===== src/rtl/core/ils_pkg.sv =====
// ils_pkg: types and constants for the indexed list store
// operation and status codes, field widths, and the control word that feeds the cell row
// no dependencies
`timescale 1ns / 1ps

package ils_pkg;

  localparam int KIND_W = 3;
  localparam int POS_W  = 8;
  localparam int DATA_W = 32;
  localparam int STAT_W = 2;
  localparam int CNT_W  = 8;

  localparam logic [DATA_W-1:0] READ_MISS = '1;

  typedef enum logic [KIND_W-1:0] {
    KIND_READ = 3'd0,
    KIND_HEAD = 3'd1,
    KIND_TAIL = 3'd2,
    KIND_AT   = 3'd3,
    KIND_DEL  = 3'd4
  } kind_t;

  typedef enum logic [STAT_W-1:0] {
    ST_DONE  = 2'd0,
    ST_RANGE = 2'd1,
    ST_FULL  = 2'd2
  } status_t;

  typedef struct packed {
    logic              ins;
    logic              del;
    logic [POS_W-1:0]  where;
    logic [DATA_W-1:0] value;
  } cell_ctrl_t;

endpackage


===== src/rtl/core/ils_cell.sv =====
// ils_cell: one list slot, holds the entry at a fixed position
// shifts from its left neighbor on insert and from its right neighbor on delete; uses ils_pkg
`timescale 1ns / 1ps

module ils_cell import ils_pkg::*; #(
  parameter int IDX = 0
) (
  input  logic              clk,
  input  cell_ctrl_t        ctrl,
  input  logic [DATA_W-1:0] left,
  input  logic [DATA_W-1:0] right,
  output logic [DATA_W-1:0] entry,
  output logic [DATA_W-1:0] sel
);

  logic at_pos;
  logic past_pos;

  assign at_pos   = (ctrl.where == POS_W'(IDX));
  assign past_pos = (ctrl.where <= POS_W'(IDX));

  always_ff @(posedge clk) begin
    if (ctrl.ins && past_pos) begin
      entry <= at_pos ? ctrl.value : left;
    end else if (ctrl.del && past_pos) begin
      entry <= right;
    end
  end

  // masked entry for the row-wide read select
  assign sel = at_pos ? entry : '0;

endmodule

===== config.mk =====
export PLATFORM = sky130hd
export DESIGN_NAME = ils_cell
export DESIGN_NICKNAME = d
export VERILOG_FILES = /design/src/rtl/core/ils_pkg.sv /design/src/rtl/core/ils_cell.sv
export SDC_FILE = /design/constraint.sdc
export NUM_CORES = 1
export LEC_CHECK = 0
export ABC_AREA = 1
export BUFFER_PORTS_ARGS = -buffer_cell sky130_fd_sc_hd__clkbuf_2
export CORE_AREA = 2 2 94 60
export CTS_CLUSTER_DIAMETER = 100
export DETAILED_ROUTE_END_ITERATION = 6
export DIE_AREA = 0 0 96 62
export GPL_TIMING_DRIVEN = 0
export PLACE_DENSITY = 0.87
export SYNTH_ARGS = -nofsm -noshare
export SYNTH_HDL_FRONTEND = slang
export SYNTH_SLANG_ARGS = --single-unit
export TNS_END_PERCENT = 100

===== constraint.sdc =====
create_clock -name clk -period 2.4 [get_ports clk]
set_input_delay 0.24 -clock clk [delete_from_list [all_inputs] [get_ports clk]]
set_output_delay 0.24 -clock clk [all_outputs]
set_load 0.03 [all_outputs]

==> Yosys cells after proc, flatten, opt, wreduce, memory -nomap -nowiden <==
Index checks and enable logic that the tools add are counted.
{ "totals": {"register_bits": 32, "input_bits": 107, "output_inout_bits": 64, "word_cells": 10} }
{ "op_classes": {"magnitude_cmp": 1, "n_mux": 4, "reduce_logical": 4} }
{ "ops": {"columns": ["operator", "n"], "rows": [
  ["$mux W32", 4],
  ["$le A8 B1 Y1 const B", 1],
  ["$logic_not A8 Y1", 1],
  ["$logic_and A1 B1 Y1", 2],
  ["$reduce_bool A2 Y1", 1]
]} }

==> Longest topological paths before layout <==
Gate-level depths: netlist (run 1).
{ "logic_depth": {"word_depth": 4, "mapped_depth": 7, "depth_no_buf": 6} }

==> Least setup slack after synthesis (run 1) <==
Ideal clock, no wire load.
{ "synth_path": {"kind": "input to register", "start": "input port ctrl[36] (netlist name)", "end": "register entry[0] (enable)", "setup_ps": 389, "arrival_ps": 1574, "required_ps": 2011, "slack_ps": 436, "cell_stages": 6, "path_buffers": 1, "cell_sequence": "nor2_1 > nand2_2 > nor2_8 > nand2_4 > buf_6 > nand2_1"} }
{ "synth_via": {"elab_chain_len": 3, "elab_cells_between_ends": 4, "classes_between": "1 x order compare; 3 x reduce/logical"} }
{ "synth_lines": {"columns": ["element", "line", "rtl"], "rows": [
  ["from (decl)", "ils_cell.sv:9", "input cell_ctrl_t ctrl,"],
  ["$le A8 B1 Y1 (*)", "ils_cell.sv:20", "assign past_pos = (ctrl.where <= POS_W'(IDX));"],
  ["$logic_and A1 B1 Y1 (on tied branches)", "ils_cell.sv:23, ils_cell.sv:25", null],
  ["$reduce_bool A2 Y1 (no source line) (*)", null, null],
  ["to (signal assigned)", "ils_cell.sv:24", "entry <= at_pos ? ctrl.value : left;"],
  ["to (signal assigned)", "ils_cell.sv:26", "entry <= right;"],
  ["to (decl)", "ils_cell.sv:12", "output logic [DATA_W-1:0] entry,"]
]} }
Mark *: on every way between the ends. The rest lies on a longest branch, timed or not.
A chain may end at the register's enable or synchronous reset.

==> Worst setup path after layout (run 1) <==
{ "layout_path": {"start": "input port ctrl[36] (netlist name)", "end": "register entry[5] (enable)"} }
Same word-level chain as after synthesis.

==> results by group, run 1 <==
Critical path
  • Top cell by count, worst path: nand2_2
  • Crit path DAT: 1630 ps
  • Critical Path Max Stage Delay: 560 ps
  • Worst EP required: 2310 ps
  • Worst Setup End Kind: flop
  • Crit path cell chain: clkbuf_2 > nor2_1 > nand2_2 > nor2_8 > nand2_4 > buf_6 > nand2_2
  • Setup Crit Path Kind: primary input to flop
  • CP top delay family: simple AND/OR/NAND/NOR gates
  • CP Buf/Inv Count: 2
  • Worst Path Max Fanout: 32
  • Slowest-stage cell, CP: nand2_2
  • Startpoint types: primary input

Outcome
  • Status: finished clean

Timing
  • RSZ-0062 raised after global routing: no
  • Post-route minimum period: 1720 ps
  • Setup violators final: 0
  • Fin crit share: 0.716
  • Hold WS: 220 ps
  • FMAX: 582 MHz
  • Fin. max-slew vios: 0
  • Worst Tran Pin Value: 752 ps
  • Relative slew slack: 0.497
  • Hold Violations, Final: 0

Worst hold path
  • Worst Hold Class: primary input to flop

Finish
  • Regs by FF count: entry (32)
  • Final net count: 437
  • Layout area overhead: 48.5%
  • Max reg flops: 32
  • ANT cells: 0
  • Biggest register: entry
  • Commonest non-fill, non-tap cell in the layout: clkbuf_2
  • Fin cells: 400
  • Ratio of cells with drive above 1 in the final layout: 0.465
  • Most frequent cells in the layout: clkbuf_2, nand2_1, nand3_1, nor3b_1, edfxtp_1

Routing
  • Pre-antenna DRT Iters: 4
  • Wire per inst: 12.9 µm
  • Initial DRC Count: 55
  • Via count: 1,883
  • Total wire length: 5160 µm
  • Post-route DRC: 0
  • Final ANT Viol Nets: 0
  • Avg Vias per Cell: 4.71

GRT
  • Initial antenna violation count: 0
  • Grt total ovfl: 0
  • First-pass GRT wire length: 7090 µm
  • Gr usage total: 0.164
  • Largest net degree at the start of global routing: 33
  • Vias in the first global route: 1,505

Synth
  • Post-Synthesis Net Count: 293
  • Sequential area share after synthesis: 0.545
  • Mean Syn Cell Area: 9.48 µm²
  • Post-synth cell types: 12
  • Area contributors post-synth: edfxtp_1, nand2_1, nor3b_1
  • Share of the synthesized area in the top cell type: 0.545
  • Mapped Area: 1760 µm²
  • Yosys warns: 0
  • Synth Register Bits: 32
  • Area leader, netlist: edfxtp_1
  • Post-Syn Instances: 186

Clock tree
  • CTS tree: yes
  • H-tree levels: 2
  • Clock sinks: 32
  • Maximum root-to-sink buffer count: 2
  • CTS Buf Count: 5
  • Setup bufs post-CTS: 0
  • PostCTS Resize Cnt: 0
  • Hold_buf cts: 0
  • Root buf cell: clkbuf_8
  • Reg clk slew, reported paths: 70 ps

Floorplan
  • Core area: 5230 µm²
  • Die width: 96 µm
  • Ports: 171
  • Rows: 21
  • Die height: 62 µm
  • Die area: 5950 µm²
  • Starting density of the core: 0.337

Placed design
  • I/O Buffers: 137
  • Placed Cells: 392
  • Final GP Congestion: 0.763
  • Post-DP HPWL: 3980 µm

Run
  • Max cap viols: 0

Power and ir drop
  • IR Drop Worst-Case VDD: 0.000215 V
  • Leakage power: 1.30 nW
  • Power Density: 434 nW/µm²
[report_power, final]
part	switching (mW)	internal (mW)	leakage (nW)	total (mW)
logic	0.0616	0.0596	0.977	0.121
registers	0.00102	0.617	0.288	0.618
clock network	0.194	0.202	0.0399	0.395
total	0.256	0.879	1.30	1.13
[per-stage QoR]
step           worst slack, ps  instance area [µm²]  setup TNS (ps)  utilization  power, mW
2_1_floorplan              436                 1760               0            -      0.679
4_1_cts                    200                 2620               0        0.500       1.15
6_report                   681                 2620               0        0.501       1.13
5_1_grt                    522                 2620               0        0.501       1.18
3_5_place_dp             -88.3                 2530           -2760        0.485      0.753
3_3_place_gp             -53.9                 2530           -1650        0.485      0.749
[cell usage after synthesis]
library cell   n
buf_2          1
buf_4          3
buf_6          3
clkbuf_1       9
edfxtp_1      32
nand2_1       66
nand2_2        2
nand2_4        1
nand3_1       32
nor2_1         4
nor2_8         1
nor3b_1       32
[cell families after synthesis]
kind of cell           synth area share
AND/OR/NAND/NOR                   0.401
flip-flops                        0.545
buffers and inverters            0.0539
[routing by layer]
layer	vias up	part of all wire	routed length (µm)	track usage
met4	0	0.0085	44	0.0612
met1	858	0.43	2230	0.198
met5	-	0	0	0
li1	929	-	-	-
met2	92	0.48	2490	0.292
met3	4	0.077	399	0.0398
[worst paths after layout]
kind,from,slack [ps],to,depth (start not counted)
hold / removal,right[25],220,entry[25]$_DFFE_PP_,3
setup / recovery,ctrl[36],680,entry[5]$_DFFE_PP_,7
[layout make-up]
| class | instances | area [µm²] |
|---|---|---|
| plain buffers | 16 | 95.1 |
| clock buffers | 7 | 76.3 |
| clock inverters | 1 | 3.75 |
| fillers | 492 | 2610 |
| multi-input cells | 138 | 709 |
| flip-flops and latches | 32 | 961 |
| well taps | 69 | 86.3 |
| repair buffers | 137 | 686 |
Power figures use the tool's default switching activity.
==> inputs of run 2 (changes only) <==
clock period = 1.8 ns   (was 2.4 ns; I/O delays follow)
==> results by group, run 2 (synthesis results as in run 1) <==
Power and ir drop
  • IR Drop Worst-Case VDD: 0.000385 V (+79%)
  • Leakage power: 1.32 nW (+1.2%)
  • Tot Pwr: 1.67 mW (+47%)
  • Power Density: 629 nW/µm² (+45%)

GRT
  • First-pass GRT wire length: 7280 µm (+2.7%)
  • Largest net degree at the start of global routing: 33 (unchanged)
  • Vias in the first global route: 1,521 (+1.1%)
  • Gr usage total: 0.170 (+0.00628)
  • Initial antenna violation count: 0 (unchanged)
  • Grt total ovfl: 0 (unchanged)

Finish
  • Multi-input logic area: 714 µm² (+0.71%)
  • Ratio of cells with drive above 1 in the final layout: 0.474 (+0.00906)
  • Max reg flops: 32 (unchanged)
  • Layout area overhead: 50.5%
  • Most frequent cells in the layout: clkbuf_2, nand2_1, nand3_1, nor3b_1, edfxtp_1
  • Storage element area: 961 µm² (unchanged)
  • Post-layout util: 0.508 (+0.00694)
  • Commonest non-fill, non-tap cell in the layout: clkbuf_2
  • Regs by FF count: entry (32)
  • Final net count: 437 (unchanged)
  • # fillers: 510 (+3.7%)
  • ANT cells: 0 (unchanged)
  • Biggest register: entry
  • Final instance area: 2650 µm² (+1.4%)
  • Fin cells: 400 (unchanged)

Placed design
  • Placed Cells: 392 (unchanged)
  • DP Worst Slack: -179 ps (-90.6 ps)
  • Post-DP HPWL: 4060 µm (+2.0%)
  • Dpl cell area: 2540 µm² (about the same)
  • I/O Buffers: 137 (unchanged)
  • Final GP Congestion: 0.743 (-2.6%)

Timing
  • FMAX: 645 MHz
  • Post-route minimum period: 1550 ps
  • Fin crit share: 0.861
  • Final setup margin: 250 ps (-431 ps)
  • RSZ-0062 raised after global routing: no
  • Hold Violations, Final: 0 (unchanged)
  • Setup violators final: 0 (unchanged)
  • Hold WS: 162 ps (-57.7 ps)
  • Fin. max-slew vios: 0 (unchanged)
  • Setup TNS: 0 ps (unchanged)
  • Worst Tran Pin Value: 497 ps (-255 ps)
  • Relative slew slack: 0.669 (+0.172)

Floorplan
  • Starting density of the core: 0.337 (unchanged)
  • Rows: 21 (unchanged)
  • Die area: 5950 µm² (unchanged)
  • Ports: 171 (unchanged)
  • Core area: 5230 µm² (unchanged)
  • Die height: 62 µm (unchanged)
  • Die width: 96 µm (unchanged)

Critical path
  • Crit path DAT: 1370 ps (-260 ps)
  • Worst EP required: 1620 ps (-690 ps)
  • Worst Path Max Fanout: 10 (-69%)
  • Crit path launch: ctrl[36]
  • Worst Setup End Kind: output pin
  • Startpoint types: primary input
  • Setup Crit Path Kind: primary input to output pin

Clock tree
  • H-tree levels: 2 (unchanged)
  • Root buf cell: clkbuf_8
  • CTS tree: yes
  • Clock sinks: 32 (unchanged)
  • CTS Buf Count: 5 (unchanged)
  • Reg clk slew, reported paths: 70 ps (about the same)
  • Maximum root-to-sink buffer count: 2 (unchanged)
  • Setup bufs post-CTS: 0 (unchanged)

Routing
  • Wire per inst: 13.2 µm (+2.1%)
  • Via count: 1,900 (+0.90%)
  • Pre-antenna DRT Iters: 5 (+1)
  • Post-route DRC: 0 (unchanged)
  • Final ANT Viol Nets: 0 (unchanged)
  • Total wire length: 5270 µm (+2.1%)
  • Initial DRC Count: 67 (+22%)
  • Avg Vias per Cell: 4.75 (+0.90%)

Run
  • Max cap viols: 0 (unchanged)

Worst hold path
  • Worst Hold Class: primary input to flop
  • Hold_sp: right[26]

Outcome
  • Status: finished clean
## run 2: layout make-up
| cell class | instances | area share |
|---|---|---|
| Sequential cell | 32 | 0.362 |
| Multi-Input combinational cell | 138 | 0.269 |
| Timing Repair Buffer | 137 | 0.258 |
| Buffer | 16 | 0.0358 |
| Tap cell | 69 | 0.0325 |
| Clock buffer | 5 | 0.0259 |
| Clock inverter | 3 | 0.0160 |
## run 2: where the power goes
group	internal (mW)	total [mW]	switching, mW
sequential	0.822	0.824	0.00138
clock	0.409	0.683	0.274
combinational	0.0795	0.162	0.0827
total	1.31	1.67	0.358
## run 2: worst paths after layout
| path | to | slack (ps) | cells after the start |
|---|---|---|---|
| worst max-delay path | sel[8] | 250 | 6 |
| worst min-delay path | entry[26]$_DFFE_PP_ | 160 | 3 |
## run 2: repair_timing
action / CTS / global route
hold buffers: 0 / 0
endpoints found under the setup margin: 0 / 32
gates resized for setup: 0 / 1
## run 2: layer usage
layer	vias up	wire, µm	GRT usage
met5	-	0	0
met4	0	29	0.0551
met3	2	431	0.0470
met2	99	2580	0.304
met1	872	2230	0.204
li1	927	-	-
## run 2: worst max-delay path, cell delays in order
cell	delay, ps
clkbuf_2	80
nor2_1	120
nand2_2	150
clkbuf_1	280
nor3b_1	300
clkbuf_2	250
==> inputs of run 3 (changes only) <==
REMOVE_ABC_BUFFERS = 1   (was unset)
==> results by group, run 3 (synthesis results as in run 1) <==
Finish
  • Post-layout util: 0.501 (-0.00622)
  • Most frequent cells in the layout: clkbuf_2, nand2_1, nand3_1, nor3b_1, edfxtp_1
  • # fillers: 506 (-0.78%)
  • Final net count: 428 (-2.1%)
  • Max reg flops: 32 (unchanged)
  • Regs by FF count: entry (32)
  • Storage element area: 961 µm² (unchanged)
  • Fin cells: 391 (-2.3%)
  • Layout area overhead: 48.7%
  • Ratio of cells with drive above 1 in the final layout: 0.478 (+0.00394)
  • Biggest register: entry
  • Commonest non-fill, non-tap cell in the layout: clkbuf_2
  • ANT cells: 0 (unchanged)
  • Multi-input logic area: 773 µm² (+8.2%)

Placed design
  • DP Worst Slack: -1570 ps (-1390 ps)
  • Final GP Congestion: 0.669 (-9.9%)
  • Post-DP HPWL: 3390 µm (-16%)
  • I/O Buffers: 138 (+0.73%)
  • Placed Cells: 377 (-3.8%)

Power and ir drop
  • Leakage power: 1.31 nW (-1.0%)
  • Reg power frac: 0.549 (+0.055)
  • Comb power frac: 0.107 (+0.010)
  • P_sw: 333 µW (-6.9%)
  • Clock share of power: 0.344 (-0.065)
  • Net switching fraction of the power: 0.222 (+0.00748)
  • Int Pwr: 1.17 mW (-11%)
  • IR Drop Worst-Case VDD: 0.000246 V (-36%)
  • Power Density: 573 nW/µm² (-8.9%)

Timing
  • Setup violators final: 0 (unchanged)
  • Worst Tran Pin Value: 794 ps (+297 ps)
  • Post-route minimum period: 1650 ps (+105 ps)
  • Final setup margin: 145 ps (-105 ps)
  • Fin crit share: 0.919 (+0.0582)
  • Relative slew slack: 0.471 (-0.198)
  • Setup TNS: 0 ps (unchanged)
  • Fin. max-slew vios: 0 (unchanged)
  • Hold Violations, Final: 0 (unchanged)
  • FMAX: 604 MHz (-6.3%)
  • RSZ-0062 raised after global routing: no

Clock tree
  • Root buf cell: clkbuf_8
  • CTS Buf Count: 5 (unchanged)
  • Clock sinks: 32 (unchanged)
  • CTS tree: yes
  • Maximum root-to-sink buffer count: 2 (unchanged)
  • Reg clk slew, reported paths: 60 ps (about the same)
  • H-tree levels: 2 (unchanged)

Critical path
  • Crit path launch: ctrl[36]
  • Crit path to: entry[16]$_DFFE_PP_
  • Setup Crit Path Kind: primary input to flop
  • Startpoint types: primary input
  • Crit path DAT: 1630 ps (+260 ps)
  • Worst Setup End Kind: flop
  • Worst EP required: 1770 ps (+150 ps)
  • Worst Path Max Fanout: 34 (+24)

GRT
  • Gr usage total: 0.171 (+0.000226)
  • Vias in the first global route: 1,559 (+2.5%)
  • First-pass GRT wire length: 7400 µm (+1.6%)
  • Initial antenna violation count: 0 (unchanged)
  • Grt total ovfl: 0 (unchanged)
  • Largest net degree at the start of global routing: 35 (+6.1%)

Floorplan
  • Core area: 5230 µm² (unchanged)
  • Rows: 21 (unchanged)
  • Die width: 96 µm (unchanged)
  • Die height: 62 µm (unchanged)
  • Ports: 171 (unchanged)
  • Die area: 5950 µm² (unchanged)
  • Starting density of the core: 0.337 (unchanged)

Outcome
  • Status: finished clean

Routing
  • Initial DRC Count: 65 (-3.0%)
  • Avg Vias per Cell: 4.83 (+1.8%)
  • Final ANT Viol Nets: 0 (unchanged)
  • Pre-antenna DRT Iters: 4 (-1)
  • Total wire length: 5270 µm (about the same)
  • Via count: 1,890 (-0.53%)
  • Post-route DRC: 0 (unchanged)
  • Wire per inst: 13.5 µm (+2.2%)

Worst hold path
  • Worst hold stages: 3 (unchanged)
  • Worst Hold Class: primary input to flop

Run
  • Max cap viols: 0 (unchanged)
[run 3: final cells by class]
cell class | count | area share
Clock inverter | 1 | 0.00143
Sequential cell | 32 | 0.367
Timing Repair Buffer | 142 | 0.275
Clock buffer | 7 | 0.0291
Multi-Input combinational cell | 140 | 0.295
Tap cell | 69 | 0.0329
[run 3: how the worst min path moves through the flow]
stage          slack (ps)  startpoint                   to
2_1_floorplan         360    right[0]   entry[0]$_DFFE_PP_
3_3_place_gp          440   right[24]  entry[24]$_DFFE_PP_
3_5_place_dp          450   right[12]  entry[12]$_DFFE_PP_
4_1_cts               150   right[24]  entry[24]$_DFFE_PP_
5_1_grt               160   right[13]  entry[13]$_DFFE_PP_
6_report              160   right[27]  entry[27]$_DFFE_PP_
[run 3: power groups by stage]
stage	Sequential [mW]	Combinational (mW)	Clock (mW)
after floorplan	0.846	0.0456	0
after global placement	0.840	0.150	0
after detailed placement	0.840	0.156	0
after CTS	0.824	0.161	0.548
after global routing	0.824	0.183	0.574
final	0.824	0.161	0.517
[run 3: per-layer routing]
layer,global-route usage,up-vias,part of all wire
met5,0,-,0
met4,0.0490,0,0.010
met3,0.0374,8,0.097
met2,0.307,106,0.48
met1,0.211,865,0.42
li1,-,911,-
[run 3: what timing repair did]
item / CTS / global route
cloned: 2 / 0
hold buffers: 0 / 0
pin swaps: 2 / 1
setup endpoints to repair: 64 / 32
setup buffers: 0 / 4
gates resized for setup: 7 / 0
[run 3: metrics by stage]
| stage | cell area, µm² | hold WS, ps | power (mW) |
|---|---|---|---|
| CTS | 2590 | 150 | 1.53 |
| global route | 2620 | 158 | 1.58 |
| detailed placement | 2440 | 450 | 0.996 |
| global placement | 2440 | 444 | 0.990 |
| floorplan | 1670 | 359 | 0.892 |
| finish | 2620 | 164 | 1.50 |
[run 3: worst max-delay path, cell delays in order]
cell and delay, ps:
clkbuf_2 80, nor2_1 180, nand2_4 290, nor2_8 190
buf_4 220, nand2_8 210, nand2_8 250
